<file path="src/hdl/gkd_pkg.sv">
// Shared types, constants and register indexes for the Gaussian KDE block.
// No dependencies.
package gkd_pkg;

  localparam int DIMS_DEF      = 3;
  localparam int FRAC_BITS_DEF = 16;

  localparam logic [30:0] LOG2E_Q30        = 31'd1549082005;
  localparam logic [30:0] LN2_Q30          = 31'd744261118;
  localparam logic [30:0] INV_SQRT_2PI_Q30 = 31'd428361011;
  localparam int          QUEUE_DEPTH      = 4;

  localparam logic [2:0] REG_MODE    = 3'd0;
  localparam logic [2:0] REG_COUNT   = 3'd1;
  localparam logic [2:0] REG_IBW_X   = 3'd2;
  localparam logic [2:0] REG_IBW_Z   = 3'd4;
  localparam logic [2:0] REG_IRAD_X  = 3'd5;
  localparam logic [2:0] REG_IRAD_Z  = 3'd7;

  // back end sequencer
  typedef enum logic [3:0] {
    ST_IDLE, ST_MAG, ST_A, ST_A2, ST_U, ST_V, ST_T, ST_X, ST_SER, ST_SDIV, ST_W, ST_C, ST_P,
    ST_ACC
  } be_state_t;

  // one queued word: offsets and the two flags
  typedef struct packed {
    logic [2:0][32:0] diff;
    logic             has_neighbor;
    logic             last_of_sample;
  } gkd_word_t;

endpackage

</file>
<file path="src/hdl/gkd_front.sv">
// Front end: accepts input words, forms the per-axis offsets and drops
// words that neither contribute nor end a sample. Uses gkd_pkg.
module gkd_front (
  input  logic              clk,
  input  logic              rst_n,
  input  logic              in_valid,
  output logic              in_stall,
  input  logic [31:0]       in_center_x,
  input  logic [31:0]       in_center_y,
  input  logic [31:0]       in_center_z,
  input  logic [31:0]       in_neighbor_x,
  input  logic [31:0]       in_neighbor_y,
  input  logic [31:0]       in_neighbor_z,
  input  logic              in_has_neighbor,
  input  logic              in_last_of_sample,
  output logic              q_push,
  output gkd_pkg::gkd_word_t q_word,
  input  logic              q_full
);
  import gkd_pkg::*;

  assign in_stall = q_full;
  assign q_push   = in_valid && !q_full && (in_has_neighbor || in_last_of_sample);

  always_comb begin
    q_word.diff[0] = {in_neighbor_x[31], in_neighbor_x} - {in_center_x[31], in_center_x};
    q_word.diff[1] = {in_neighbor_y[31], in_neighbor_y} - {in_center_y[31], in_center_y};
    q_word.diff[2] = {in_neighbor_z[31], in_neighbor_z} - {in_center_z[31], in_center_z};
    q_word.has_neighbor   = in_has_neighbor;
    q_word.last_of_sample = in_last_of_sample;
  end

  logic unused_ok;
  assign unused_ok = clk ^ rst_n;

endmodule

</file>
<file path="config.mk">
export PLATFORM = sky130hd
export DESIGN_NAME = gkd_front
export DESIGN_NICKNAME = d
export VERILOG_FILES = /design/src/hdl/gkd_pkg.sv /design/src/hdl/gkd_front.sv
export SDC_FILE = /design/constraint.sdc
export NUM_CORES = 1
export LEC_CHECK = 0
export BUFFER_PORTS_ARGS = -buffer_cell sky130_fd_sc_hd__buf_2
export CAP_MARGIN = 20
export CORE_AREA = 4 4 116 118
export DETAILED_ROUTE_END_ITERATION = 8
export DIE_AREA = 0 0 120 122
export PLACE_DENSITY = 0.85
export SYNTH_ARGS = -nofsm -noshare
export SYNTH_HDL_FRONTEND = slang
export SYNTH_SLANG_ARGS = --single-unit
</file>
<file path="constraint.sdc">
create_clock -name vclk -period 2.7
set_input_delay 0.135 -clock vclk [all_inputs]
set_output_delay 0.135 -clock vclk [all_outputs]
set_load 0.01 [all_outputs]
</file>
=== Word-level counts from Yosys, hierarchy flattened ===
Cells that the tools add are included.
W data, S select, Z words.

* Register bits after elaboration: 0
* Word-level logic and storage cells: 7
* Output and inout port bits: 103
* Input port bits: 198

* Add/sub/neg operators: 3
* Reductions and logical operators: 4

{| class="wikitable"
|+ Operators with widths
! kind !! count
|-
| $sub A32 B32 Y33 || 3
|-
| $logic_and A1 B1 Y1 || 2
|-
| $logic_not A1 Y1 || 1
|-
| $logic_or A1 B1 Y1 || 1
|}

=== Depth between registers and ports, before layout ===
* Depth in word-level cells: 3
* Gate-level depth with buffers: 11
* Depth with buffers taken out: 11

=== Worst setup path before layout ===
No wires, ideal clock.

* Path kind: input to output
* Start point: input port in_neighbor_x[0]
* End point: output port q_word[28] (netlist name)
* Path buffers: 0
* Data required time: 2.565 ns
* Data arrival time: 2.155 ns
* Slack: 0.410 ns
* Cell stages on the path: 11
* Cell sequence: inv_1 -> ha_1 -> fa_1 -> nor2b_1 -> o31a_1 -> o2111ai_1 -> a31oi_1 -> a21boi_1 -> o21a_1 -> o41ai_2 -> xor2_1

{| class="wikitable"
|+ RTL lines
! what !! line !! source
|-
| start: declaration || gkd_front.sv:11 || <nowiki>input logic [31:0] in_neighbor_x,</nowiki>
|-
| end: declaration || gkd_front.sv:17 || <nowiki>output gkd_pkg::gkd_word_t q_word,</nowiki>
|}

==> run summary <==
The die is 120 um wide. Final worst-path setup slack: 0.08877 ns. Of all cell types, the one taking the most synthesized area is ha_1. The wire length of the first global-routing pass came out at 29860 um. The tools report the synthesized instance count as 825.

The worst setup path is of the in2out kind. Normalized max-slew margin: 68.23%. The first detailed-routing pass took 5 iterations.

Yosys attributes the largest share of cell area to ha_1 22%, a21oi_1 8.5%, inv_1 8.4%, xnor2_1 8.2%, xor2_1 5.1%. The core region is 12470 um2. The die outline height was 122 um; the full die area was 14640 um2.

At the pin with the least slew margin, the transition time is 0.4700 ns. The all-layer global routing usage is 24.03%, and the biggest fanout along the worst timing path is 3. At the worst endpoint, the arrival time is 2.48 ns.

Areal power density over the cells: 285.3 nW/um2. For the maximum number of pins on one net before global-route repair, the log shows 12. The number of nets with antenna violations after routing is 0. At the worst endpoint, the required time is 2.57 ns. The tools report the number of remaining DRC errors as 0.

The area taken by flip-flops and latches was 0 um2; the area growth from synthesis to final layout was 32.72%. The worst-case IR drop observed on VDD is 189.1 uV. The wire-length estimate of the detail-placed layout is 16990 um.

The achievable frequency was 383.0 MHz. For the count of vias placed by the detailed router, the log shows 7006. The commonest cells after synthesis are 124 x inv_1, 96 x ha_1, 94 x a21oi_1, 62 x nand2_1, 52 x xnor2_1. The initial utilization of the core area, before any placement, comes to 44.47%. The net count after synthesis is 1122. The total overflow left after global routing is 0.

The placer congestion estimate was 0.9991; the max-cap check violation count was 0. The detailed router finished its first iteration with 518 violations. For this block, the routed nets add up to 19460 um of wire.

The number of endpoints failing setup at the final stage was 0. The initial antenna violation count came out at 1. The logs give 59.03% for the utilization after layout and 0 for the count of hold-fix buffers inserted at cts. The area share of the leading cell type in the synthesized netlist came out at 21.67%. Of the cells placed in the final design, the portion with a size suffix greater than 1 is 32.64%.

After floorplanning, the core was divided into 41 placement rows. The final-report max-slew violation count is 0, and the clock buffer instance count of the final layout is 0. The synthesized netlist occupies a cell area of 5544 um2.

Setup repair after global routing could not meet its margin everywhere. The worst path uses 96.71% of the clock period. The logs give 0 for the count of synthesis-stage warnings from yosys and 0 for the total number of sequential cells. After the last flow step, the layout net total stands at 1411. Counting tap cells, the placed design contains a total of 1280 instances. The final non-filler cell total was 1286; the leakage power total was 4.056 nW.

STA classifies the critical path endpoint as a primary output. Buffers placed on the I/O ports in this run total 299. The final number of hold-violating endpoints came out at 0.

Path category of the worst min-delay check: in2out. In the final timing run, aggregate negative setup slack is 0 ns. The distinct cell type count after synthesis was 69; the number of top-level pins was 301. For the finished layout, the period the worst path requires is 2.611 ns.

The worst hold-check slack is 0.4722 ns. The mean instance size in the synthesized netlist is 6.720 um2, and the via-per-instance ratio is 5.448. Yosys instantiated no cell more often than inv_1.

The flow ran to the end, and the final reports show no timing, DRC or antenna violations. Before CTS, the worst setup slack after placement is 0.02120 ns. The worst setup path is launched from a primary input. The via count of the first global-routing pass was 6470; the routed length per instance was 15.13 um. Sequential cells were found to cover 0% of the synthesized design area.
## cell usage in the layout, fill, tap and decap left out, types with 4 or more instances in the layout
cell / instances
nand3_1: 16
nor2_1: 37
nor4_1: 5
nand4_1: 21
xnor2_1: 52
o21ai_2: 4
o31a_1: 4
buf_2: 297
buf_4: 16
nor2b_1: 15
a31oi_1: 6
o21bai_1: 13
o21ai_0: 42
o21a_1: 14
a21oi_1: 93
nand2b_1: 7
and3_1: 5
inv_1: 123
o211ai_1: 5
o21ai_1: 7
a41oi_1: 5
and2_1: 4
xor2_1: 32
or2_2: 7
ha_1: 94
nor3_1: 8
nand2_1: 62
a21o_1: 33
## what timing repair did
action / in CTS / in global routing
gates resized for setup: 1 / 26
pin swaps: 0 / 10
setup endpoints to repair: 1 / 12
setup buffers: 0 / 4
## layer usage
layer / wire length, um / track usage (%) / up-vias
li1: - / - / 3498
met1: 7201 / 27.00 / 3139
met2: 9912 / 46.19 / 319
met3: 1740 / 4.921 / 48
met4: 592 / 5.655 / 2
met5: 12 / 0 / -
## final timing paths
path / from / endpoint / slack, ns / depth (start not counted)
worst max-delay path: in_neighbor_x[0] / q_word[28] / 0.09 / 13
worst min-delay path: q_full / in_stall / 0.47 / 2
## power by group
group | leakage [nW] | switching (W) | internal [W]
sequential | 0 | 0 | 0
clock | 0.0000127 | 0 | 0.0000000000990
combinational | 4.06 | 0.00117 | 0.000928
total | 4.06 | 0.00117 | 0.000928
## kinds of logic after synthesis
family	count (synthesis)	share of synthesized area (%)
adder cells (fa/ha/maj)	99	22.75
multiplexers	1	0.1806
XOR/XNOR	84	13.27
AO/OA/AOI/OAI	284	34.28
buffers and inverters	152	10.88
AND/OR/NAND/NOR	205	18.64
## worst max-delay path, stage by stage
cell       delay (ns)
buf_6            0.07
inv_4            0.03
ha_4             0.15
fa_2             0.37
nor2b_2          0.14
o31a_1           0.22
o2111ai_2        0.16
a31oi_2          0.21
a21boi_2         0.09
o21a_2           0.25
o41ai_4          0.32
xor2_1           0.17
buf_2            0.15
## layout make-up
cell class,count,area [um2]
diodes,2,5.005
fillers,1218,5107
inverters,124,467.9
multi-input cells,673,5041
well taps,172,215.2
repair buffers,315,1629
## stage by stage
| step | cell area (um2) | total power (W) |
|---|---|---|
| global route | 7353 | 0.002300 |
| global placement | 7208 | 0.002020 |
| finish | 7358 | 0.002100 |
| floorplan | 5544 | 0.001311 |
| CTS | 7219 | 0.002060 |
| detailed placement | 7208 | 0.002044 |
No activity file was read; power rests on OpenSTA's default activity.
