### src/hdl/gkd_pkg.sv
// Shared types, constants and register indexes for the Gaussian KDE block.
// No dependencies.
package gkd_pkg;

  localparam int DIMS_DEF      = 3;
  localparam int FRAC_BITS_DEF = 16;

  localparam logic [30:0] LOG2E_Q30        = 31'd1549082005;
  localparam logic [30:0] LN2_Q30          = 31'd744261118;
  localparam logic [30:0] INV_SQRT_2PI_Q30 = 31'd428361011;
  localparam int          QUEUE_DEPTH      = 4;

  localparam logic [2:0] REG_MODE    = 3'd0;
  localparam logic [2:0] REG_COUNT   = 3'd1;
  localparam logic [2:0] REG_IBW_X   = 3'd2;
  localparam logic [2:0] REG_IBW_Z   = 3'd4;
  localparam logic [2:0] REG_IRAD_X  = 3'd5;
  localparam logic [2:0] REG_IRAD_Z  = 3'd7;

  // back end sequencer
  typedef enum logic [3:0] {
    ST_IDLE, ST_MAG, ST_A, ST_A2, ST_U, ST_V, ST_T, ST_X, ST_SER, ST_SDIV, ST_W, ST_C, ST_P,
    ST_ACC
  } be_state_t;

  // one queued word: offsets and the two flags
  typedef struct packed {
    logic [2:0][32:0] diff;
    logic             has_neighbor;
    logic             last_of_sample;
  } gkd_word_t;

endpackage

### src/hdl/gkd_sqrt.sv
// Bit-serial square root of the count register for the mode 1 bandwidth,
// rerun on every write to the count register. Uses gkd_pkg.
module gkd_sqrt #(
  parameter int FRAC_BITS = gkd_pkg::FRAC_BITS_DEF
) (
  input  logic        clk,
  input  logic        rst_n,
  input  logic        start,
  input  logic [23:0] count,
  output logic [31:0] root,
  output logic        busy
);
  import gkd_pkg::*;

  logic [31:0] r_r, r_nxt, t;
  logic [5:0]  b_r;
  logic        busy_r;
  logic [63:0] target;
  logic        big;

  assign big    = (64'(count) >> (64 - 2*FRAC_BITS)) != '0;
  assign target = big ? 64'd0 : (64'(count) << (2*FRAC_BITS));
  assign t      = r_r | (32'd1 << b_r[4:0]);
  assign r_nxt  = (big || 64'(t) * 64'(t) <= target) ? t : r_r;
  assign root   = r_r;
  assign busy   = busy_r;

  always_ff @(posedge clk) begin
    if (!rst_n) begin
      busy_r <= 1'b1; b_r <= 6'd31; r_r <= '0;
    end else if (start) begin
      busy_r <= 1'b1; b_r <= 6'd31; r_r <= '0;
    end else if (busy_r) begin
      r_r <= r_nxt;
      b_r <= b_r - 1'b1;
      if (b_r == 6'd0) busy_r <= 1'b0;
    end
  end

endmodule

### config.mk
export PLATFORM = sky130hd
export DESIGN_NAME = gkd_sqrt
export DESIGN_NICKNAME = d
export VERILOG_FILES = /design/src/hdl/gkd_pkg.sv /design/src/hdl/gkd_sqrt.sv
export SDC_FILE = /design/constraint.sdc
export NUM_CORES = 2
export LEC_CHECK = 0
export BUFFER_PORTS_ARGS = -buffer_cell sky130_fd_sc_hd__buf_2
export CORE_ASPECT_RATIO = 1.25
export CORE_MARGIN = 2
export CORE_UTILIZATION = 60
export CTS_CLUSTER_DIAMETER = 200
export DETAILED_ROUTE_END_ITERATION = 16
export GPL_TIMING_DRIVEN = 0
export PLACE_DENSITY = 0.77
export SETUP_SLACK_MARGIN = 0.3
export SYNTH_ARGS = -nofsm -noshare
export SYNTH_HDL_FRONTEND = slang
export SYNTH_SLANG_ARGS = --single-unit
### constraint.sdc
create_clock -name clk -period 22.4 [get_ports clk]
set_input_delay 4.48 -clock clk [delete_from_list [all_inputs] [get_ports clk]]
set_output_delay 4.48 -clock clk [all_outputs]
set_load 0.03 [all_outputs]
# Word level (Yosys, flattened, before mapping)
# Index checks and enable logic that the tools add are counted.
[classes] magnitude_cmp=1 n_div=0 n_mul=1 muxes=2 n_addsub=1 shift=1 bitwise_logic=2 eq_ne=0 reduce_logical=3
[ops] cell="$le A64 B56 Y1" count=1
[ops] cell="$mul A32 B32 Y64" count=1
[ops] cell="$or A32 B32 Y32" count=1
[ops] cell="$shl A1 B5 Y32 const A" count=1
[ops] cell="$logic_not A6 Y1" count=1
[ops] cell="$sub A6 B1 Y6 const B" count=1
[ops] cell="$mux W1" count=2
[ops] cell="$reduce_and A2 Y1" count=1
[ops] cell="$reduce_or A2 Y1" count=1
[ops] cell="$not A1 Y1" count=1
[totals] wordCells=14 mem_bits_rw=0 inputBits=27 out_inout_bits=33 latchBits=0 register_bits=39 rom_bits=0 mem_count=0

# Depth between registers and ports, before layout
[logic_depth] ltp_word=5 depth_mapped=48 mapped_depth_nobuf=44

# Least setup slack after synthesis
# OpenSTA, ideal clock, no wires.
[synth_path] kind="register -> register" from="register b_r[2]" to="register r_r[11], in the netlist root[11]" path_stages_with_launch=40 n_path_buf=4 synth_period_minus_slack_ns=10.491 arrival_ns=10.408 required_ns=22.317 path_slack_ns=11.909 setup_ns=0.083 path_cell_list="dfxtp_1 > nor2_1 > clkbuf_1 > a31oi_1 > inv_1 > clkbuf_1 > nand2_1 > fa_1 > inv_1 > fa_1 > inv_1 > fa_1 > fa_1 > fa_1 > fa_1 > fa_1 > fa_1 > inv_1 > [4 not listed] > nand3b_1 > a21o_1 > o31ai_1 > a21oi_1 > o31ai_1 > xor2_1 > ha_1 > nand4_1 > nor4_1 > nor4b_1 > nor4b_1 > nand4_1 > a2111oi_0 > nand4_1 > o21ai_1 > nand4_4 > buf_6 > o31ai_4"
[synth_via] elab_chain_len=5
[synth_lines] item="start: declaration" line="gkd_sqrt.sv:16" rtl="logic [5:0] b_r;"
[synth_lines] item="start signal: assignment" line="gkd_sqrt.sv:35" rtl="b_r <= b_r - 1'b1;"
[synth_lines] item="$shl A1 B5 Y32" line="gkd_sqrt.sv:23" rtl="assign t = r_r | (32'd1 << b_r[4:0]);"
[synth_lines] item="$or A32 B32 Y32" line="gkd_sqrt.sv:23"
[synth_lines] item="named net t[17]" line="gkd_sqrt.sv:15" rtl="logic [31:0] r_r, r_nxt, t;"
[synth_lines] item="$mul A32 B32 Y64" line="gkd_sqrt.sv:24" rtl="assign r_nxt = (big || 64'(t) * 64'(t) <= target) ? t : r_r;"
[synth_lines] item="$le A64 B56 Y1" line="gkd_sqrt.sv:24"
[synth_lines] item="$reduce_and A2 Y1 (no line)"
[synth_lines] item="end signal: assignment" line="gkd_sqrt.sv:34" rtl="r_r <= r_nxt;"
[synth_lines] item="end: declaration" line="gkd_sqrt.sv:15"
# The timed path passes the listed nets, and every way through them passes these cells.
# A chain may end at the register's enable or synchronous reset.

# Worst setup path in the final report
[layout_path] from="register b_r[2]" to="register r_r[31], in the netlist root[31]"
# Same word-level chain as after synthesis.

==> out/metrics.yaml <==
status: "complete, but fails checks"
failed_checks: "capacitance limit, slew limit"
ir_drop_v: 0.0000367
endpoint: "root[31]$_SDFFE_PP0P_"
synth_ff_type: "dfxtp_1"
first_pass_iters: 11
grt_max_degree: 14
die_w_um: 208
core_area_sq_um: 51400
drv_cap: 3
p_total_uw: 181
cts_setup_buffers: 0
synth-simple-area-share: 0.111
worst-path-max-fanout: 10
htree_levels: 2
grtUsageTotal: 0.401
ys_async_sr_fraction: 0
cp-startpoint: "b_r[2]$_SDFFE_PP1P_"
synth_xor_area_frac: 0.0163
cts_hold_buf: 0
antenna_cells: 0
grt_overflow: 0
cts_resized: 0
area_growth_pct: 4.29
drtIter0Drc: 2530
avgSynthCellArea_sq_um: 9.13
hold_class: "reg2reg"
drive_gt1_frac: 0.0465
dpl.cell_count: 4139
rsz0062_at_grt: "no"
portBuffers: 59
synthesis.area_sq_um: 31100
pwr_density_cell_nw_per_um2: 5.57
finalSetupViolCount: 0
regToRegStartpoint: "b_r[2]$_SDFFE_PP1P_"
fin_tns_setup_ps: 0
clk_pin_slew_worst_paths_ps: 70
wl_per_cell_um: 25.2
fin_nets: 4610
seq_area_frac_synth: 0.0251
worstMarginPinSlew_ps: 1610
slew_headroom: -0.0796
cts_buffers: 5
final_cells: 4148
ys_types: 82
fin_util: 0.632
start_kind: "register"
rows: 93
cpMaxStageDelayCell: "clkbuf_1"
rr_endpoint: "root[31]$_SDFFE_PP0P_"
crit_type: "reg2reg"
synth_mux_area_frac: 0.00205
yosys.area_share.adder: 0.638
critical_path.most_common_cell: "fa_1"
dieArea_sq_um: 53800
hold_violations: 0
final.setup_skew_ps: 4.23
yosysWarnings: 0
start_util: 0.606
finalCriticalPeriod_ps: 14850
syn_nets: 4541
synthCells: 3413
ios: 60
tritoncts: "done"
drv_slew: 10
drt-total-wl_mm: 104
fin_crit_sh: 0.663
antenna_found_initial: 0
final_cell_mix: "901 x inv_1, 811 x fa_1, 442 x nand2_1"
drtAntennaViolNets: 0
num_vias: 24700
dpl.hpwl_mm: 87.0
grt_pass1_wl_mm: 158
leakage_uw: 0.0149
arrival_ps: 15060
reg2regPathDepth: 41
fmax_ghz: 0.0673
final_common_cell: "inv_1"
route.detailed.drc: 0
critPathMaxStageDelay_ps: 920
die-height_um: 259
cp-end-kind: "register"
synth_compound_area_frac: 0.0770
clk_latency_ps: 290
required_ps: 22610
r2r_slack_ps: 7550
ys_seq_elements: 39
gp_congestion: 1.12
synth_edf_count: 0
grt_pass1_vias: 27400
cts_buffer_depth: 2
whs_ps: 512
cts-root-buf: "clkbuf_16"
clkSinkCount: 39
vias_per_cell: 5.96
synth_top_family_by_area: "adder cells"
## final cells by class
class | count | area [sq um]
sequential | 39 | 781
inverter | 912 | 3430
timing repair buffer | 62 | 333
buffer | 137 | 658
fill | 4478 | 18900
multi-input combinational | 2325 | 26300
clock buffer | 6 | 139
clock inverter | 2 | 16.3
tap | 665 | 832
## critical path: cells and delay by family (launching register included)
kind / cells / cell delay, ps
xor gates and xnor gates: 1 / 120
buffers and inverters: 8 / 2550
and+or+nand+nor: 9 / 2920
AOI/OAI and AO/OA: 13 / 3920
DFF: 1 / 370
adders and majority gates: 10 / 4850
## report_power, final
group	internal, uW	switching, uW
combinational	8.83	21.2
sequential	69.6	0.457
clock	44.8	36.1
## stage by stage
step,setup slack [ps],area (sq um)
after global placement,7670,32300
after global routing,7050,32500
after floorplan,11910,31100
final,7550,32500
after CTS,8020,32500
after detailed placement,8070,32300
## flip-flops by register name, summed over array words and instances, names as in the netlist
register	count
b_r	6
root	32
busy	1
## synth_stat cells, types with 4 or more instances
library cell | instances | share of area
nand4_1 | 31 | 0.0062
fa_1 | 811 | 0.52
o21a_1 | 22 | 0.0053
dfxtp_1 | 39 | 0.025
nand2_1 | 442 | 0.053
a211oi_1 | 7 | 0.0017
o211ai_1 | 10 | 0.0024
and4_1 | 7 | 0.0020
a21oi_1 | 104 | 0.017
a21o_1 | 27 | 0.0065
o21bai_1 | 7 | 0.0017
and3_1 | 9 | 0.0018
buf_2 | 13 | 0.0021
a21boi_0 | 4 | 0.00096
a31o_2 | 5 | 0.0014
nor2b_1 | 17 | 0.0034
or3_1 | 6 | 0.0012
nand3_1 | 20 | 0.0032
nor4_1 | 4 | 0.00080
buf_1 | 11 | 0.0013
clkbuf_1 | 93 | 0.011
o21ai_0 | 54 | 0.0087
nor2_1 | 236 | 0.028
a31oi_1 | 16 | 0.0032
clkinv_1 | 7 | 0.00084
xnor2_1 | 31 | 0.0087
a211o_1 | 5 | 0.0014
inv_1 | 901 | 0.11
o31ai_1 | 11 | 0.0027
ha_1 | 290 | 0.12
and2_1 | 9 | 0.0018
xor2_1 | 27 | 0.0076
nor3_1 | 16 | 0.0026
buf_6 | 12 | 0.0043
o31ai_2 | 29 | 0.012
## worst min path at each step
stage | startpoint | end | slack, ps | cells after the start
after floorplan | b_r[5]$_SDFFE_PP0P_ | busy$_SDFF_PP1_ | 480 | 2
after global placement | root[29]$_SDFFE_PP0P_ | root[29]$_SDFFE_PP0P_ | 490 | 2
after detailed placement | root[29]$_SDFFE_PP0P_ | root[29]$_SDFFE_PP0P_ | 490 | 2
after CTS | root[29]$_SDFFE_PP0P_ | root[29]$_SDFFE_PP0P_ | 500 | 2
after global routing | root[29]$_SDFFE_PP0P_ | root[29]$_SDFFE_PP0P_ | 540 | 2
final | root[29]$_SDFFE_PP0P_ | root[29]$_SDFFE_PP0P_ | 510 | 2
## per-layer routing
| layer | up-vias | track usage | routed length (um) |
|---|---|---|---|
| met1 | 12300 | 0.457 | 33200 |
| met3 | 522 | 0.0928 | 11300 |
| met2 | 1560 | 0.644 | 48100 |
| met4 | 2 | 0.340 | 11700 |
| met5 | - | 0.00973 | 73 |
| li1 | 10300 | - | - |
## logic make-up (layout without fill, tap and decap cells)
family,count (synthesis),count (layout)
buffers and inverters,1049,1119
xor gates and xnor gates,58,58
adders and majority gates,1101,1101
AOI/OAI and AO/OA,341,341
muxes,6,6
and+or+nand+nor,819,819
DFF,39,39
No activity file was read; power rests on OpenSTA's default activity.
