### src/hdl/gkd_pkg.sv
// Shared types, constants and register indexes for the Gaussian KDE block.
// No dependencies.
package gkd_pkg;

  localparam int DIMS_DEF      = 3;
  localparam int FRAC_BITS_DEF = 16;

  localparam logic [30:0] LOG2E_Q30        = 31'd1549082005;
  localparam logic [30:0] LN2_Q30          = 31'd744261118;
  localparam logic [30:0] INV_SQRT_2PI_Q30 = 31'd428361011;
  localparam int          QUEUE_DEPTH      = 4;

  localparam logic [2:0] REG_MODE    = 3'd0;
  localparam logic [2:0] REG_COUNT   = 3'd1;
  localparam logic [2:0] REG_IBW_X   = 3'd2;
  localparam logic [2:0] REG_IBW_Z   = 3'd4;
  localparam logic [2:0] REG_IRAD_X  = 3'd5;
  localparam logic [2:0] REG_IRAD_Z  = 3'd7;

  // back end sequencer
  typedef enum logic [3:0] {
    ST_IDLE, ST_MAG, ST_A, ST_A2, ST_U, ST_V, ST_T, ST_X, ST_SER, ST_SDIV, ST_W, ST_C, ST_P,
    ST_ACC
  } be_state_t;

  // one queued word: offsets and the two flags
  typedef struct packed {
    logic [2:0][32:0] diff;
    logic             has_neighbor;
    logic             last_of_sample;
  } gkd_word_t;

endpackage

### src/hdl/gkd_queue.sv
// Short word queue between the front and back ends. Uses gkd_pkg.
module gkd_queue (
  input  logic               clk,
  input  logic               rst_n,
  input  logic               push,
  input  gkd_pkg::gkd_word_t push_word,
  output logic               full,
  input  logic               pop,
  output logic               not_empty,
  output gkd_pkg::gkd_word_t head
);
  import gkd_pkg::*;

  localparam int AW = $clog2(QUEUE_DEPTH);

  gkd_word_t       mem_r [QUEUE_DEPTH];
  logic [AW-1:0]   wp_r, rp_r;
  logic [AW:0]     cnt_r;

  assign full      = (cnt_r == (AW+1)'(QUEUE_DEPTH));
  assign not_empty = (cnt_r != '0);
  assign head      = mem_r[rp_r];

  always_ff @(posedge clk) begin
    if (push) mem_r[wp_r] <= push_word;
  end

  always_ff @(posedge clk) begin
    if (!rst_n) begin
      wp_r <= '0; rp_r <= '0; cnt_r <= '0;
    end else begin
      if (push) wp_r <= wp_r + 1'b1;
      if (pop)  rp_r <= rp_r + 1'b1;
      cnt_r <= cnt_r + (AW+1)'(push) - (AW+1)'(pop);
    end
  end

  assert property (@(posedge clk) disable iff (!rst_n) full |-> !push)
    else $error("queue overrun");
  assert property (@(posedge clk) disable iff (!rst_n) !not_empty |-> !pop)
    else $error("queue underrun");
  assert property (@(posedge clk) disable iff (!rst_n)
    (push && !pop) |=> cnt_r == $past(cnt_r) + 1'b1) else $error("count slip");

endmodule

### config.mk
export PLATFORM = sky130hd
export DESIGN_NAME = gkd_queue
export DESIGN_NICKNAME = d
export VERILOG_FILES = /design/src/hdl/gkd_pkg.sv /design/src/hdl/gkd_queue.sv
export SDC_FILE = /design/constraint.sdc
export NUM_CORES = 1
export LEC_CHECK = 0
export ABC_AREA = 1
export BUFFER_PORTS_ARGS = -buffer_cell sky130_fd_sc_hd__buf_4
export CORE_MARGIN = 4
export CORE_UTILIZATION = 55
export CTS_BUF_LIST = sky130_fd_sc_hd__clkbuf_4 sky130_fd_sc_hd__clkbuf_8 sky130_fd_sc_hd__clkbuf_16
export CTS_CLUSTER_SIZE = 30
export DETAILED_ROUTE_END_ITERATION = 10
export HOLD_SLACK_MARGIN = 0.02
export PLACE_DENSITY = 0.87
export SYNTH_ARGS = -nofsm -noshare
export SYNTH_HDL_FRONTEND = slang
export SYNTH_SLANG_ARGS = --single-unit
### constraint.sdc
create_clock -name clk -period 7.2 [get_ports clk]
set_input_delay 0.72 -clock clk [delete_from_list [all_inputs] [get_ports clk]]
set_output_delay 0.72 -clock clk [all_outputs]
set_load 0.1 [all_outputs]
=== After elaboration in Yosys (flattened, before gate mapping) ===
Memories as Yosys holds them, arrays and structs flattened. A register that Yosys moved wholly into a read port is not among the register bits.
Cells that the tools add are included.

* Input bits: 105
* Word-level logic and storage cells: 14
* Memory bits (writable): 404
* Flip-flop bits (word level): 7
* Memories kept: 1
* Output and inout bits: 103

{| class="wikitable"
|+ Memories
! memory !! depth !! bits a word !! rd ports !! clocked after memory_dff !! write ports !! line !! source
|-
| mem_r || 4 || 101 || 1 || 1 || 1 || gkd_queue.sv:16 || <nowiki>gkd_word_t mem_r [QUEUE_DEPTH];</nowiki>
|}

* Mux-type cells: 4
* Reduce and logical (&&, ||, !) cells: 1
* Add/sub/neg operators: 4
* Equal/unequal tests: 1

{| class="wikitable"
|+ Operators by type and width
! kind !! count
|-
| $add A2 B1 Y2 const B || 2
|-
| $mux W2 || 2
|-
| $add A3 B1 Y3 || 1
|-
| $eq A3 B3 Y1 const B || 1
|-
| $reduce_bool A3 Y1 || 1
|-
| $sub A3 B1 Y3 || 1
|-
| $mux W1 || 2
|}

=== Longest topological paths before layout ===
Gate-level depths: netlist of the first run.

* Word-level depth: 3
* Mapped depth: 8
* Depth with buffers taken out: 8

=== Least setup slack after synthesis of the first run ===
No wires, ideal clock.

* Path type: input to register
* From: input push
* To: memory mem_r[0][0] in the netlist's numbering (enable)
* Library setup time: 0.454 ns
* Cell stages on the path: 2
* Required time: 6.746 ns
* Setup slack: 4.041 ns
* Arrival: 2.704 ns
* Path buffers: 0
* Cell sequence: nand2_1 > inv_1

* Longest elaborated chain between the ends: 2

{| class="wikitable"
|+ Ends and longest elaborated chain
! element !! line !! source
|-
| from (decl) || gkd_queue.sv:5 || <nowiki>input logic push,</nowiki>
|-
| $mux W1 || gkd_queue.sv:25 || <nowiki>if (push) mem_r[wp_r] <= push_word;</nowiki>
|-
| $mux W1 (implied by the code) || gkd_queue.sv:25 ||
|-
| to (decl) || gkd_queue.sv:16 ||
|}

Every way passes these cells.

==> results of run 1 <==
layout make-up:
cell class / count / share of cell area
inverters: 217 / 0.04264
multi-input cells: 536 / 0.1449
repair buffers: 215 / 0.08476
flip-flops and latches: 413 / 0.6370
well taps: 390 / 0.02523
clock buffers: 54 / 0.05810
clock inverters: 16 / 0.007311
where the power goes:
| part | internal [W] | switching, W |
|---|---|---|
| combinational | 0.000225 | 0.000894 |
| sequential | 0.00275 | 0.0000427 |
| clock | 0.00120 | 0.000792 |
worst max-delay path, stage by stage, from the launching register on:
cell,delay [ps]
dfxtp_4,930
buf_4,710
a21oi_1,180
o21ai_1,150
nand2_1,90
buf_4,240
registers in the layout, summed over array words and instances, names as in the netlist, named ones only:
register / flops
cnt_r: 3
wp_r: 2
mem_r: 404
rp_r: 2
cells in the mapped netlist, drive strengths merged:
cell type | number | area [um^2]
nand3 | 2 | 10.01
edfxtp | 404 | 12130
nor2 | 2 | 7.510
nand2 | 212 | 795.8
dfxtp | 9 | 180.2
clkbuf | 7 | 32.53
o211ai | 101 | 758.2
buf | 60 | 485.5
inv | 217 | 814.5
o21ai | 105 | 525.5
ha | 6 | 75.07
fa | 1 | 20.02
a21oi | 107 | 610.6
routing by layer:
layer	vias to the layer above	wire, um	share of wire
met4	2	609	0.020
met2	289	15530	0.51
met1	4620	11870	0.39
li1	4663	-	-
met3	56	2603	0.085
met5	-	13	0.00042
stage by stage:
stage	hold slack (ps)	util
after global placement	446.5	0.6114
after detailed placement	472.9	0.6114
after floorplan	435.6	-
final	402.0	0.6542
after CTS	375.5	0.6542
after global routing	376.4	0.6542
worst max-delay path by stage:
stage                     start          end  slack [ps]  cells after the start
after floorplan            push  mem_r[0][0]        4040                      2
after global placement     flop     head[26]        4210                      4
after detailed placement   flop     head[19]        4140                      4
after CTS                  flop     head[19]        3560                      5
after global routing       flop     head[19]        3290                      5
final                      flop     head[84]        3590                      5
cell families (layout without fill, tap and decap cells):
logic type | count (synthesis) | after routing | share of synthesized area
flip-flops | 413 | 413 | 0.7486
AO/OA/AOI/OAI | 313 | 313 | 0.1152
buffers and inverters | 284 | 502 | 0.08102
AND/OR/NAND/NOR | 216 | 216 | 0.04945
adder cells (fa/ha/maj) | 7 | 7 | 0.005782
placed cells by master, fill, tap and decap left out, types with 3 or more instances in the layout:
cell,count
o21ai_0,36
clkinv_1,11
a21oi_2,20
inv_4,4
nand2_1,212
inv_1,213
clkbuf_16,41
buf_4,213
o21ai_1,69
o211ai_1,101
clkbuf_4,13
dfxtp_1,7
ha_1,6
a21oi_1,87
bufinv_16,3
edfxtp_1,404
==> impl_metrics.yaml, run 1 <==
min_path:
  min_delay_path_depth: 1
  min_from: "push_word[35]"
  hp-class: "in2reg"
  hold_path_end: "mem_r[3][35]"
clock_tree:
  clkTransAtPathRegs_ps: 60
  clock_latency_ps: 510
  cts_buffers: 40
  postCtsSetupBuffers: 0
  h-tree-depth: 2
  clock_sinks: 413
  cts_buffer_depth: 3
  cts_hold_buf: 0
  cts_tree: "built"
  cts_resized: 0
  cts_root_buf: "clkbuf_16"
routing:
  routed_wl_mm: 30.62
  vias_per_cell: 5.231
  wire_per_inst_um: 16.63
  dr.pass1.iters: 5
  drtIter0Drc: 795
  drc: 0
  ant_nets: 0
  num_vias: 9630
worst_setup_path:
  rr_endpoint: "mem_r[0][53]"
  crit_fanout: 92
  path_class: "reg2out"
  crit_required_ps: 6480
  worstSetupStartpointType: "flop"
  r2r_setup_slack_ps: 4790
  cp.arrival_ps: 2890
  cp-end-kind: "output port"
  r2r_cells: 5
  r2r-start: "wp_r[0]"
timing:
  finalCritPeriodShare: 0.5017
  slew_headroom: 0.3382
  slew_viol_final: 0
  fmax_ghz: 0.2768
  setup_viol: 0
  tightest_slew_ps: 992.7
  finalClockSkew_ps: 16.12
  fin_crit_ps: 3613
  layout_setup_ws_ps: 3587
  grt_setup_unrepaired: "no"
  setup_tns_ps: 0
  hold_viol: 0
pwr:
  total_power_w: 0.005903
  leakage_nw: 7.524
  power_density_nw_per_um2: 305.2
  ir_drop_uv: 278.1
placed_design:
  hpwl_mm: 17.84
  dp_cells: 1771
  gp_congestion: 0.7575
  port_buffers: 207
  place_area_um2: 18070
  dp_worst_setup_slack_ps: 4137
floorplan:
  dieArea_um2: 32730
  ios: 208
  rows: 63
  dieWidth_um: 180.9
  die_y_um: 180.9
  start_util: 0.5564
  core_area_um2: 29560
yosys:
  yosys_warnings: 0
  yosysUniqueCellTypes: 18
  synth_seq_area_share: 0.7486
  syn_area_per_cell_um2: 13.34
  postSynthCellCount: 1233
  ys_ff_latch: 413
  synth_nets: 1345
  syn_area_um2: 16450
finish:
  design_area_um2: 19340
  layout-drive-gt1-share: 0.2068
  seqCellArea_um2: 12320
  num-fill-cells: 2005
  stdcell_count: 1841
  multiInputGateArea_um2: 2803
  antennaDiodeCount: 0
  syn2layout_area_growth_pct: 17.58
  fin_nets: 1535
grt:
  antenna_found_initial: 1
  grt_pass1_wl_mm: 48.65
  grt_start_max_net_pins: 178
  busiest_layer: "met2"
  grtUsageMet1: 0.2257
  grt_util_met2: 0.3223
  grt_use_met3: 0.05778
  grt_usage: 0.1845
  overflow: 0
  first_global_vias: 9456
job:
  maxCapViolCount: 0
outcome:
  status: "completed"
Power figures use the tool's default switching activity.
==> inputs of run 2 (changes only) <==
ABC_AREA = 0   (was 1)
PLACE_DENSITY = 0.88   (was 0.87)
clock period = 3.6 ns   (was 7.2 ns; I/O delays follow)
==> impl_metrics.yaml, run 2 <==
yosys:
  synthTopCellsByCount: "edfxtp_1 (404), mux4_2 (101), buf_2 (10), buf_6 (10), dfxtp_1 (9)"
  syn_area_per_cell_um2: 26.35
  ys_ff_latch: 413
  yosysUniqueCellTypes: 19
  yosysMostFrequentCell: "edfxtp_1"
  yosys_warnings: 0
  synthArstFlopShare: 0
  syn_area_um2: 15020
  postSynthCellCount: 570
  synth_edf_count: 404
  synth_nets: 682
  synth_top_area_frac: 0.8077
  synth_top_area_cell: "edfxtp_1"
  synth_seq_area_share: 0.8197
  synthFlopType: "edfxtp_1"
  synthTopCellsByArea: "edfxtp_1 (81%), mux4_2 (15%), dfxtp_1 (1.2%)"
grt:
  antenna_found_initial: 2
  overflow: 0
  first_global_vias: 7622
  grt_start_max_net_pins: 48
  grt_pass1_wl_mm: 45.18
  grt_usage: 0.1948
pwr:
  p_comb_frac: 0.196
  leakage_nw: 6.396
  clockPowerShare: 0.342
  p_sw_w: 0.003537
  power_frac_seq: 0.462
  p_sw_frac: 0.2907
  power_density_nw_per_um2: 648.9
  p_int_w: 0.008632
  ir_drop_uv: 485.6
timing:
  setup_viol: 0
  setup_tns_ps: 0
  tightest_slew_ps: 666.0
  finalClockSkew_ps: 20.37
  grt_setup_unrepaired: "no"
  hold_viol: 0
  fin_hold_ws_ps: 43.89
  fmax_ghz: 0.3474
  finalCritPeriodShare: 0.7996
  slew_headroom: 0.5560
  fin_crit_ps: 2879
  slew_viol_final: 0
clock_tree:
  h-tree-depth: 2
  cts_root_buf: "clkbuf_16"
  cts_buffer_depth: 3
  clock_sinks: 413
  clkTransAtPathRegs_ps: 60
  cts_buffers: 42
  postCtsSetupBuffers: 0
  clock_latency_ps: 520
  cts_tree: "built"
finish:
  design_area_um2: 18750
  layout-drive-gt1-share: 0.4524
  reg_top3: "mem_r x404, cnt_r x3"
  fin_nets: 961
  syn2layout_area_growth_pct: 24.86
  num-fill-cells: 1545
  layout_common_cells: "edfxtp_1 (404), buf_4 (214), mux4_2 (101)"
  regMostFlops: "mem_r"
  final_common_cell: "edfxtp_1"
  largest_reg_flops: 404
worst_setup_path:
  crit_required_ps: 3240
  path_class: "reg2out"
  r2r_setup_slack_ps: 1660
  cp.arrival_ps: 2520
  crit_fanout: 30
  cp-end-kind: "output port"
  worstSetupStartpointType: "flop"
placed_design:
  hpwl_mm: 17.35
  gp_congestion: 0.6994
  port_buffers: 207
  place_area_um2: 17040
min_path:
  hp-class: "in2reg"
routing:
  ant_nets: 0
  wire_per_inst_um: 23.69
  vias_per_cell: 5.688
  routed_wl_mm: 29.00
  num_vias: 6962
  dr.pass1.iters: 4
  drc: 0
  drtIter0Drc: 570
floorplan:
  start_util: 0.5589
  die_y_um: 173.3
  core_area_um2: 26880
  dieArea_um2: 30020
  dieWidth_um: 173.3
  rows: 60
  ios: 208
outcome:
  status: "completed"
job:
  maxCapViolCount: 0
[run 2: cell types whose count changed in the layout (fill, tap and decap cells not counted), moves of 20 or more]
| cell | previous run | this run |
|---|---|---|
| a21oi_2 | 20 | 0 |
| o211ai_1 | 101 | 0 |
| dlygate4sd3_1 | 0 | 36 |
| nand2_1 | 212 | 0 |
| inv_1 | 213 | 7 |
| o21ai_0 | 36 | 0 |
| mux4_2 | 0 | 101 |
| a21oi_1 | 87 | 1 |
| o21ai_1 | 69 | 0 |
[run 2: final timing paths]
path / to / cells after the start / start
worst max-delay path: head[97] / 3 / flop
worst min-delay path: mem_r[1][23] / 1 / push_word[23]
worst min register to register: flop / 2 / rp_r[1]
worst max register to register: mem_r[3][83] / 3 / wp_r[0]
[run 2: timing repair]
action	CTS	global route
hold buffers	36	0
setup endpoints to repair	0	0
resized for setup	0	0
hold endpoints to repair	127	0
[run 2: cell type report]
cell class	instances	area (um^2)	area share
repair buffers	257	2107	0.1123
multi-input cells	128	2522	0.1345
diodes	1	2.502	0.0001334
well taps	341	426.7	0.02275
flip-flops and latches	413	12320	0.6569
inverters	7	26.28	0.001401
clock buffers	60	1239	0.06605
clock inverters	17	111.4	0.005938
[run 2: kinds of logic after synthesis]
family	share of synthesized area
simple gates	0.005082
flops	0.8197
mux	0.1521
buf+inv	0.01308
compound gates	0.0009993
xor+xnor	0.002749
fa+ha+maj	0.006331
[run 2: per-layer routing]
layer	part of all wire	vias up	wire length [um]	GRT usage
li1	-	3008	-	-
met1	0.38	3635	11080	0.2537
met2	0.52	274	15150	0.3311
met3	0.078	43	2253	0.05714
met4	0.018	2	509	0.04523
met5	0.00045	-	13	0
[run 2: critical path: stages, from the launching register on]
cell and delay [ps]:
dfxtp_4 770, buf_4 360, mux4_2 570, buf_4 260
[run 2: stage by stage]
step	util	total power [W]	cells	worst slack, ps
global route	0.6978	0.01259	1224	535.4
finish	0.6978	0.01217	1224	721.4
floorplan	-	0.007523	570	253.2
CTS	0.6977	0.01227	1223	619.4
global placement	0.6341	0.008032	1110	1221
detailed placement	0.6341	0.008077	1110	1199
[run 2: power groups by stage]
stage	registers, W	clock network [W]	logic, W
global placement	0.00570	0	0.00233
detailed placement	0.00572	0	0.00236
finish	0.00562	0.00417	0.00238
floorplan	0.00568	0	0.00184
global route	0.00564	0.00449	0.00247
CTS	0.00562	0.00425	0.00240
==> inputs of run 3 (changes only) <==
CORE_UTILIZATION = 51   (was 55)
PLACE_DENSITY = 0.86   (was 0.88)
clock period = 2.4 ns   (was 3.6 ns; I/O delays follow)
==> impl_metrics.yaml, run 3 (synthesis results as in run 2) <==
floorplan:
  ios: 208
  rows: 62
  start_util: 0.5205
  dieArea_um2: 32260
  core_area_um2: 28860
  dieWidth_um: 179.6
  die_y_um: 179.6
worst_setup_path:
  crit_fanout: 42
  cp.arrival_ps: 2070
  r2r-start: "cnt_r[0]"
  cp-end-kind: "output port"
  r2r_setup_slack_ps: 710
  rr_endpoint: "cnt_r[2]"
  worstSetupStartpointType: "flop"
  crit_required_ps: 2160
  path_class: "reg2out"
  r2r_cells: 7
timing:
  fin_crit_ps: 2307
  finalClockSkew_ps: 5.244
  fmax_ghz: 0.4335
  slew_viol_final: 0
  slew_headroom: 0.6608
  grt_setup_unrepaired: "yes"
  finalCritPeriodShare: 0.9612
  tightest_slew_ps: 508.8
  hold_viol: 0
  fin_hold_ws_ps: 50.24
  setup_viol: 0
grt:
  grt_pass1_wl_mm: 47.72
  grt_usage: 0.1886
  first_global_vias: 8116
  grt_start_max_net_pins: 44
  antenna_found_initial: 1
  overflow: 0
finish:
  layout_common_cells: "edfxtp_1 (404), buf_4 (193), dlygate4sd3_1 (102)"
  layout-drive-gt1-share: 0.4189
  final_common_cell: "edfxtp_1"
  num-fill-cells: 1736
  largest_reg_flops: 404
  syn2layout_area_growth_pct: 30.33
  reg_top3: "mem_r x404, cnt_r x3"
  fin_nets: 1031
  regMostFlops: "mem_r"
  stdcell_count: 1329
min_path:
  min_delay_path_depth: 3
  hold_path_end: "rp_r[0]"
  hp-class: "in2reg"
  min_from: "pop"
placed_design:
  dp_cells: 1159
  port_buffers: 207
  gp_congestion: 0.7212
  hpwl_mm: 17.95
routing:
  ant_nets: 0
  drtIter0Drc: 492
  dr.pass1.iters: 4
  drc: 0
  vias_per_cell: 5.421
  routed_wl_mm: 30.03
  wire_per_inst_um: 22.60
  num_vias: 7204
pwr:
  power_density_nw_per_um2: 921.1
  ir_drop_uv: 682.8
  leakage_nw: 6.707
clock_tree:
  cts_tree: "built"
  clock_latency_ps: 500
  clkTransAtPathRegs_ps: 60
  cts_buffer_depth: 3
  cts_buffers: 40
  clock_sinks: 413
  h-tree-depth: 2
  postCtsSetupBuffers: 0
  cts_root_buf: "clkbuf_16"
job:
  maxCapViolCount: 0
outcome:
  status: "completed"
-- run 3: cell count changes in the layout (fill, tap and decap cells not counted) --
cell and change:
buf_12 +7, buf_16 +1, buf_4 -21, buf_6 +18
bufinv_16 +1, clkbuf_16 -4, clkbuf_4 -1, clkbuf_8 +1
clkinv_1 -1, clkinv_2 -2, clkinvlp_4 -4, diode_2 +1
dlygate4sd3_1 +66
-- run 3: worst max path at each step --
stage,end,start,cells past startpoint
after global placement,head[62],flop,3
after floorplan,mem_r[2][0],wp_r[0],3
after detailed placement,head[62],flop,3
after CTS,head[16],flop,3
after global routing,head[10],flop,3
final,head[10],flop,3
-- run 3: where the power goes --
part / internal (W) / switching (W)
logic: 0.00108 / 0.00270
registers: 0.00829 / 0.000100
clock network: 0.00349 / 0.00237
total: 0.0129 / 0.00517
-- run 3: stage by stage --
stage	util	worst slack, ps	TNS [ps]	area (um^2)	total power, W
after floorplan	-	170.1	0	15030	0.01127
after global placement	0.5974	525.6	0	17240	0.01208
after detailed placement	0.5974	508.2	0	17240	0.01215
after CTS	0.6755	2.655	0	19490	0.01814
after global routing	0.6782	-8.311	-13.31	19570	0.01864
final	0.6784	93.02	0	19580	0.01803
-- run 3: final cells by class --
cell class,count,area [um^2],area share
timing repair buffer,329,2994,0.1529
clock inverter,11,97.59,0.004985
antenna,2,5.005,0.0002557
clock buffer,55,1131,0.05778
sequential,413,12320,0.6293
inverter,7,26.28,0.001342
tap,384,480.5,0.02454
multi-input combinational,128,2522,0.1289
-- run 3: repair_timing --
| action | 4_1_cts | 5_1_grt |
|---|---|---|
| endpoints found under the setup margin | 22 | 35 |
| hold buffers | 102 | 0 |
| endpoints found under the hold margin | 406 | 0 |
| gates resized for setup | 1 | 20 |
-- run 3: per-layer routing --
| layer | vias up | global-route usage | part of all wire |
|---|---|---|---|
| met5 | - | 0 | 0 |
| met1 | 3789 | 0.2508 | 0.40 |
| met4 | 0 | 0.03718 | 0.014 |
| met2 | 239 | 0.3267 | 0.53 |
| li1 | 3144 | - | - |
| met3 | 32 | 0.04325 | 0.057 |
-- run 3: critical path, stage by stage, from the launching register on --
cell and delay, ps:
dfxtp_4 400, buf_16 310, mux4_2 570, buf_4 250
